==> src/hw/rtl/cftl_pkg.sv <==
package cftl_pkg;

  typedef enum logic [3:0] {
    CODE_OK          = 4'd0,
    CODE_OVERCURRENT = 4'd1,
    CODE_RMS_LOW     = 4'd2,
    CODE_RMS_HIGH    = 4'd3,
    CODE_FREQ_LOW    = 4'd4,
    CODE_FREQ_HIGH   = 4'd5,
    CODE_DRIVER      = 4'd6,
    CODE_STOPPED     = 4'd7,
    CODE_DC_LOW      = 4'd8,
    CODE_DC_HIGH     = 4'd9
  } code_t;

  localparam int CfgIdxW = 3;
  localparam int CfgDataW = 16;

  localparam logic [CfgIdxW-1:0] REG_DC_MIN        = 3'd0;
  localparam logic [CfgIdxW-1:0] REG_DC_MAX        = 3'd1;
  localparam logic [CfgIdxW-1:0] REG_CURRENT_LIMIT = 3'd2;
  localparam logic [CfgIdxW-1:0] REG_RMS_MIN       = 3'd3;
  localparam logic [CfgIdxW-1:0] REG_RMS_MAX       = 3'd4;
  localparam logic [CfgIdxW-1:0] REG_FREQ_MIN      = 3'd5;
  localparam logic [CfgIdxW-1:0] REG_FREQ_MAX      = 3'd6;
  localparam logic [CfgIdxW-1:0] REG_FOUR_WIRE     = 3'd7;

  typedef struct packed {
    logic signed [15:0] dc_min;
    logic signed [15:0] dc_max;
    logic [14:0]        current_limit;
    logic [15:0]        rms_min;
    logic [15:0]        rms_max;
    logic signed [15:0] freq_min;
    logic signed [15:0] freq_max;
    logic               four_wire;
  } cfg_t;

  typedef struct packed {
    logic               start_req;
    logic               gate_fault;
    logic signed [15:0] v_dc;
    logic signed [15:0] i_a;
    logic signed [15:0] i_b;
    logic signed [15:0] i_c;
    logic signed [15:0] i_neutral;
    logic [15:0]        rms_a;
    logic [15:0]        rms_b;
    logic [15:0]        rms_c;
    logic signed [15:0] omega;
  } meas_t;

  // |x| saturated to 15 bits
  function automatic logic [14:0] mag15(input logic signed [15:0] x);
    logic [15:0] neg;
    begin
      neg = 16'(-x);
      if (!x[15]) begin
        mag15 = x[14:0];
      end else if (neg[15]) begin
        mag15 = 15'h7fff;
      end else begin
        mag15 = neg[14:0];
      end
    end
  endfunction

endpackage

==> src/hw/rtl/converter_fault_trip_latch_unit.sv <==
// Each request passes an input register, then a result register.
// Throughput: one request per cycle unless stalled; latch updates with result.
// Stall on the result side backs up into the input register, then asserts in_stall.
// Reset (rst_n low, synchronous): both stages empty, latched code no fault,
// driver reset request clear, configuration registers to their defaults.
module converter_fault_trip_latch_unit (
  input  logic                          clk,
  input  logic                          rst_n,
  input  logic                          in_valid,
  output logic                          in_stall,
  input  logic                          in_start_req,
  input  logic                          in_gate_fault,
  input  logic signed [15:0]            in_v_dc,
  input  logic signed [15:0]            in_i_a,
  input  logic signed [15:0]            in_i_b,
  input  logic signed [15:0]            in_i_c,
  input  logic signed [15:0]            in_i_neutral,
  input  logic [15:0]                   in_rms_a,
  input  logic [15:0]                   in_rms_b,
  input  logic [15:0]                   in_rms_c,
  input  logic signed [15:0]            in_omega,
  output logic                          out_valid,
  input  logic                          out_stall,
  output logic                          out_pwm_enable,
  output logic [3:0]                    out_fault_code,
  output logic                          out_reset_drivers,
  input  logic                          cfg_valid,
  output logic                          cfg_ready,
  input  logic [cftl_pkg::CfgIdxW-1:0]  cfg_index,
  input  logic [cftl_pkg::CfgDataW-1:0] cfg_wdata
);

  cftl_pkg::cfg_t  cfg;
  cftl_pkg::meas_t meas_r;
  cftl_pkg::code_t run_code;
  cftl_pkg::code_t lat_code_r;
  cftl_pkg::code_t code_nxt;
  logic            lat_rst_r;
  logic            rst_nxt;
  logic            pwm_nxt;
  logic            s1_valid_r;
  logic            out_valid_r;
  logic            out_free;
  logic            s1_move;
  logic            in_take;
  logic            pwm_r;
  logic [3:0]      code_r;
  logic            rdrv_r;

  assign cfg_ready = 1'b1;

  cftl_cfg u_cfg (
    .clk       (clk),
    .rst_n     (rst_n),
    .cfg_valid (cfg_valid),
    .cfg_index (cfg_index),
    .cfg_wdata (cfg_wdata),
    .cfg       (cfg)
  );

  cftl_chk u_chk (
    .meas     (meas_r),
    .cfg      (cfg),
    .run_code (run_code)
  );

  assign out_free = !out_valid_r || !out_stall;
  assign s1_move  = s1_valid_r && out_free;
  assign in_stall = s1_valid_r && !out_free;
  assign in_take  = in_valid && !in_stall;

  always_comb begin
    pwm_nxt  = 1'b0;
    code_nxt = lat_code_r;
    rst_nxt  = lat_rst_r;
    if (meas_r.start_req && lat_code_r == cftl_pkg::CODE_OK) begin
      code_nxt = run_code;
      rst_nxt  = (run_code == cftl_pkg::CODE_DRIVER);
      pwm_nxt  = (run_code == cftl_pkg::CODE_OK);
    end else if (!meas_r.start_req) begin
      code_nxt = cftl_pkg::CODE_STOPPED;
      rst_nxt  = 1'b0;
    end else if (lat_code_r == cftl_pkg::CODE_STOPPED) begin
      // re-arm, gates stay off for this request
      code_nxt = cftl_pkg::CODE_OK;
      rst_nxt  = 1'b0;
    end
  end

  always_ff @(posedge clk) begin
    if (!rst_n) begin
      s1_valid_r  <= 1'b0;
      out_valid_r <= 1'b0;
      lat_code_r  <= cftl_pkg::CODE_OK;
      lat_rst_r   <= 1'b0;
    end else begin
      if (in_take) begin
        s1_valid_r <= 1'b1;
      end else if (s1_move) begin
        s1_valid_r <= 1'b0;
      end
      if (out_free) begin
        out_valid_r <= s1_valid_r;
      end
      if (s1_move) begin
        lat_code_r <= code_nxt;
        lat_rst_r  <= rst_nxt;
      end
    end
  end

  always_ff @(posedge clk) begin
    if (in_take) begin
      meas_r.start_req    <= in_start_req;
      meas_r.gate_fault   <= in_gate_fault;
      meas_r.v_dc         <= in_v_dc;
      meas_r.i_a          <= in_i_a;
      meas_r.i_b          <= in_i_b;
      meas_r.i_c          <= in_i_c;
      meas_r.i_neutral    <= in_i_neutral;
      meas_r.rms_a        <= in_rms_a;
      meas_r.rms_b        <= in_rms_b;
      meas_r.rms_c        <= in_rms_c;
      meas_r.omega        <= in_omega;
    end
    if (s1_move) begin
      pwm_r  <= pwm_nxt;
      code_r <= code_nxt;
      rdrv_r <= rst_nxt;
    end
  end

  assign out_valid         = out_valid_r;
  assign out_pwm_enable    = pwm_r;
  assign out_fault_code    = code_r;
  assign out_reset_drivers = rdrv_r;

endmodule

==> src/hw/rtl/cftl_cfg.sv <==
module cftl_cfg (
  input  logic                              clk,
  input  logic                              rst_n,
  input  logic                              cfg_valid,
  input  logic [cftl_pkg::CfgIdxW-1:0]      cfg_index,
  input  logic [cftl_pkg::CfgDataW-1:0]     cfg_wdata,
  output cftl_pkg::cfg_t                    cfg
);

  cftl_pkg::cfg_t cfg_r;
  cftl_pkg::cfg_t cfg_nxt;

  always_comb begin
    cfg_nxt = cfg_r;
    if (cfg_valid) begin
      case (cfg_index)
        cftl_pkg::REG_DC_MIN:        cfg_nxt.dc_min        = cfg_wdata;
        cftl_pkg::REG_DC_MAX:        cfg_nxt.dc_max        = cfg_wdata;
        cftl_pkg::REG_CURRENT_LIMIT: cfg_nxt.current_limit = cfg_wdata[14:0];
        cftl_pkg::REG_RMS_MIN:       cfg_nxt.rms_min       = cfg_wdata;
        cftl_pkg::REG_RMS_MAX:       cfg_nxt.rms_max       = cfg_wdata;
        cftl_pkg::REG_FREQ_MIN:      cfg_nxt.freq_min      = cfg_wdata;
        cftl_pkg::REG_FREQ_MAX:      cfg_nxt.freq_max      = cfg_wdata;
        cftl_pkg::REG_FOUR_WIRE:     cfg_nxt.four_wire     = cfg_wdata[0];
        default: ;
      endcase
    end
  end

  always_ff @(posedge clk) begin
    if (!rst_n) begin
      cfg_r.dc_min        <= 16'sd0;
      cfg_r.dc_max        <= 16'sh7fff;
      cfg_r.current_limit <= 15'h7fff;
      cfg_r.rms_min       <= 16'h0000;
      cfg_r.rms_max       <= 16'hffff;
      cfg_r.freq_min      <= 16'sd0;
      cfg_r.freq_max      <= 16'sh7fff;
      cfg_r.four_wire     <= 1'b0;
    end else begin
      cfg_r <= cfg_nxt;
    end
  end

  assign cfg = cfg_r;

endmodule

==> src/hw/rtl/cftl_chk.sv <==
module cftl_chk (
  input  cftl_pkg::meas_t  meas,
  input  cftl_pkg::cfg_t   cfg,
  output cftl_pkg::code_t  run_code
);

  logic [14:0] mag_a;
  logic [14:0] mag_b;
  logic [14:0] mag_c;
  logic        dc_lo;
  logic        dc_hi;
  logic        oc_phase;
  logic        rms_lo;
  logic        rms_hi;
  logic        fr_lo;
  logic        fr_hi;
  logic        oc_neu;

  assign mag_a = cftl_pkg::mag15(meas.i_a);
  assign mag_b = cftl_pkg::mag15(meas.i_b);
  assign mag_c = cftl_pkg::mag15(meas.i_c);

  assign dc_lo    = !(meas.v_dc > cfg.dc_min);
  assign dc_hi    = !(meas.v_dc < cfg.dc_max);
  assign oc_phase = !(mag_a < cfg.current_limit && mag_b < cfg.current_limit &&
                      mag_c < cfg.current_limit);
  assign rms_lo   = !(meas.rms_a > cfg.rms_min && meas.rms_b > cfg.rms_min &&
                      meas.rms_c > cfg.rms_min);
  assign rms_hi   = !(meas.rms_a < cfg.rms_max && meas.rms_b < cfg.rms_max &&
                      meas.rms_c < cfg.rms_max);
  assign fr_lo    = !(meas.omega > cfg.freq_min);
  assign fr_hi    = !(meas.omega < cfg.freq_max);
  // negative neutral current never trips
  assign oc_neu   = cfg.four_wire && !meas.i_neutral[15] &&
                    !(meas.i_neutral[14:0] < cfg.current_limit);

  always_comb begin
    if (dc_lo) begin
      run_code = cftl_pkg::CODE_DC_LOW;
    end else if (dc_hi) begin
      run_code = cftl_pkg::CODE_DC_HIGH;
    end else if (oc_phase) begin
      run_code = cftl_pkg::CODE_OVERCURRENT;
    end else if (rms_lo) begin
      run_code = cftl_pkg::CODE_RMS_LOW;
    end else if (rms_hi) begin
      run_code = cftl_pkg::CODE_RMS_HIGH;
    end else if (fr_lo) begin
      run_code = cftl_pkg::CODE_FREQ_LOW;
    end else if (fr_hi) begin
      run_code = cftl_pkg::CODE_FREQ_HIGH;
    end else if (meas.gate_fault) begin
      run_code = cftl_pkg::CODE_DRIVER;
    end else if (oc_neu) begin
      run_code = cftl_pkg::CODE_OVERCURRENT;
    end else begin
      run_code = cftl_pkg::CODE_OK;
    end
  end

endmodule

==> config.mk <==
export PLATFORM = sky130hd
export DESIGN_NAME = converter_fault_trip_latch_unit
export DESIGN_NICKNAME = d
export VERILOG_FILES = /design/src/hw/rtl/cftl_pkg.sv /design/src/hw/rtl/converter_fault_trip_latch_unit.sv /design/src/hw/rtl/cftl_cfg.sv /design/src/hw/rtl/cftl_chk.sv
export SDC_FILE = /design/constraint.sdc
export NUM_CORES = 1
export LEC_CHECK = 0
export ABC_AREA = 0
export BUFFER_PORTS_ARGS = -buffer_cell sky130_fd_sc_hd__buf_4
export CORE_AREA = 2 2 211 213
export DETAILED_ROUTE_END_ITERATION = 7
export DIE_AREA = 0 0 213 215
export PLACE_DENSITY = 0.53
export SETUP_SLACK_MARGIN = 0.3
export SYNTH_ARGS = -nofsm -noshare
export SYNTH_HDL_FRONTEND = slang
export SYNTH_SLANG_ARGS = --single-unit
==> constraint.sdc <==
create_clock -name clk -period 16.7 [get_ports clk]
set_clock_uncertainty 0.05 [all_clocks]
set_input_delay 0.835 -clock clk [delete_from_list [all_inputs] [get_ports clk]]
set_output_delay 0.835 -clock clk [all_outputs]
set_load 0.005 [all_outputs]
==> summary.md <==
| Metric | Value |
|---|---|
| Distinct cells, synth | 67 |
| Synth warn | 0 |
| Leading cell type in the layout, fill and taps excluded | nand2_1 |
| Seq/Total Area, Yosys | 45.9% |
| GR Util met3 | 2.60% |
| Worst-path maximum fanout | 13 |
| Post-DP HPWL | 30700 µm |
| Slew HR | 21.8% |
| Register Area | 6950 µm² |
| Detail Route Antenna Nets | 0 |
| Clk_lat worst skew | 0.59 ns |
| Total Wirelength | 41400 µm |
| First-pass GRT wire length | 63800 µm |
| Worst slew pin tran | 1.17 ns |
| RD Place Congestion | 0.865 |
| Status | complete, no violations |
| Worst Path Arrival | 5.15 ns |
| Most used flip-flop cell after synthesis | edfxtp_1 |
| Pwr per Cell Area | 90.7 nW/µm² |
| Initial DRC Count | 631 |
| Share of the synthesized area in the top cell type | 30.2% |
| Startpoint Class | flop |
| Final hold vios | 0 |
| DRC viols | 0 |
| Cts bufs inserted | 31 |
| Chip Width | 213 µm |
| Share of layout cells above drive strength 1 | 14.4% |
| Pleak | 0.00774 µW |
| Core area | 43600 µm² |
| Setup-failing EPs final | 0 |
| Die Span Y | 215 µm |
| Total number of vias | 11500 |
| Synth top area cells | edfxtp_1, ha_1, dfxtp_1 |
| Rows | 77 |
| Grt peak-use layer | met2 |
| FILL cells | 4226 |
| NumNets Final | 2057 |
| Crit end category | flop |
| Total gr overflow | 0 |
| RSZ-0062 raised after global routing | false |
| Met2 Use GR | 29.7% |
| Crit path time final | 4.76 ns |
| Kind of critical path | reg2reg |
| Vias per std cell | 5.04 |
| Htree depth | 1 |
| TritonCTS Sinks | 271 |
| Syn nets | 1885 |
| Root buf cell | clkbuf_16 |
| Initial antenna violation count | 2 |
| Die footprint | 45800 µm² |
| Hold buffer count at cts | 0 |
| Mapped Cells | 1501 |
| Mean area per synthesized cell | 10.1 µm² |
| Clock buffer depth | 3 |
| Layout area overhead | 19.8% |
| Largest net degree at the start of global routing | 78 |
| I/O Buffers | 177 |
| CTS tree | yes |
| Post-Syn Area | 15100 µm² |
| # resized after CTS | 0 |
| Number of setup buffers added after CTS | 0 |
| Fraction of registers with async set/reset | 0% |
| Fmax | 210 MHz |
| Commonest cells after routing, fill and taps aside | nand2_1, ha_1, buf_4, edfxtp_1, inv_1 |
| Multi-input gate area | 7540 µm² |
| Io pins | 179 |
| Post-synth EDFFs | 152 |
| Peak supply drop | 92.2 µV |
| Post-DR wirelength/cell | 18.1 µm |
| Max Cap Viol | 0 |
| Final total negative setup slack | 0 ns |
| Hold Crit Class | in2reg |
| Area leader, netlist | edfxtp_1 |
| Flops & latches, synth | 271 |
| Total Routing Usage GR | 18.0% |
| Final period util | 28.5% |
| Drt pass-1 iters | 5 |
| Grt met1 use | 24.3% |
| Core Util, Final | 41.5% |
| Fin. max-slew vios | 0 |
| Number of global-route vias before repair | 11400 |
| Starting Density | 34.7% |
| Clk pin slew, worst setup/hold paths | 0.06 ns |
| Worst Path Required | 17.09 ns |
## kinds of logic after synthesis
group / after synthesis / synth area share (%)
other: 1 / 0.0248
and+or+nand+nor: 464 / 14.5
xor gates and xnor gates: 26 / 1.51
buffers and inverters: 174 / 4.34
AOI/OAI and AO/OA: 346 / 15.7
adders and majority gates: 214 / 17.7
DFF: 271 / 45.9
muxes: 5 / 0.339
## state kept, by name, summed over array words and instances, names as in the netlist
| name | cells |
|---|---|
| meas_r | 146 |
| u_cfg.cfg | 112 |
| lat_code_r | 4 |
| out_fault_code | 4 |
| lat_rst_r | 1 |
| out_pwm_enable | 1 |
| out_reset_drivers | 1 |
| out_valid | 1 |
| s1_valid_r | 1 |
## power by group
part	total (µW)	switching (µW)	leakage [µW]	internal [µW]
sequential	764	23.3	0.00245	740
combinational	195	108	0.00479	87.0
clock	685	278	0.000499	408
## cells in the mapped netlist, types with 3 or more instances
library cell and count:
nand2_1 249, ha_1 214, edfxtp_1 152, inv_1 129
dfxtp_1 119, o211ai_1 73, a21oi_1 62, o21ai_0 54
a21boi_0 51, clkbuf_1 44, nor2_1 43, nand4_1 34
a21o_1 23, xor2_1 23, nand3_1 22, nor3_1 17
nor2b_1 16, a211oi_1 14, nand2b_1 14, and3_1 11
or3_1 10, and4_1 9, o31ai_1 9, or4_1 9
o21a_1 8, nor4_1 7, or2_2 7, a221oi_1 6
a31oi_1 5, a2111oi_0 4, mux2i_1 4, o41ai_1 4
a211o_1 3, and2_1 3, o2111ai_1 3, o22ai_1 3
xnor2_1 3
## worst paths after layout
path | cells past startpoint | from | end | slack [ns]
worst max register to register | 13 | meas_r[99]$_DFFE_PP_ | out_fault_code[2]$_DFFE_PP_ | 11.94
worst max-delay path | 13 | meas_r[99]$_DFFE_PP_ | out_fault_code[2]$_DFFE_PP_ | 11.94
worst min register to register | 2 | u_cfg.cfg[56]$_SDFFE_PN0P_ | u_cfg.cfg[56]$_SDFFE_PN0P_ | 0.41
worst min-delay path | 1 | in_omega[13] | meas_r[13]$_DFFE_PP_ | 0.37
## critical path, stage by stage (launching register included)
cell and delay (ns):
edfxtp_1 0.41, or3_1 0.46, nor4_1 0.58, nand2_1 0.39, o21ai_0 0.21, ha_1 0.28
a21o_1 0.16, a221o_1 0.32, a22oi_1 0.21, o31ai_1 0.10, or4_1 0.49, nor4b_2 0.62
a31oi_2 0.18, a21oi_1 0.16
## stage by stage
step,worst slack (ns),instance area [µm²],hold WS [ns],power (µW),std cells
after global placement,12.16,17100,0.402,968,2232
after CTS,11.94,18100,0.337,1670,2289
after detailed placement,11.93,17100,0.409,974,2232
final,11.94,18100,0.367,1640,2291
after global routing,11.48,18100,0.345,1720,2291
after floorplan,8.48,15100,0.390,887,1501
## area by class of cell
type | count | share of cell area [%]
inverter | 129 | 2.67
sequential | 271 | 38.3
clock inverter | 10 | 0.539
multi-input combinational | 1056 | 41.6
clock buffer | 47 | 5.09
tap | 592 | 4.09
timing repair buffer | 184 | 7.62
antenna | 2 | 0.0276
## routing by layer
metal / wire (µm) / share of wire [%]
met1: 19300 / 47
met2: 19100 / 46
met3: 1850 / 4.5
met4: 1240 / 3.0
met5: 0 / 0
(Power assumes the default switching activity.)
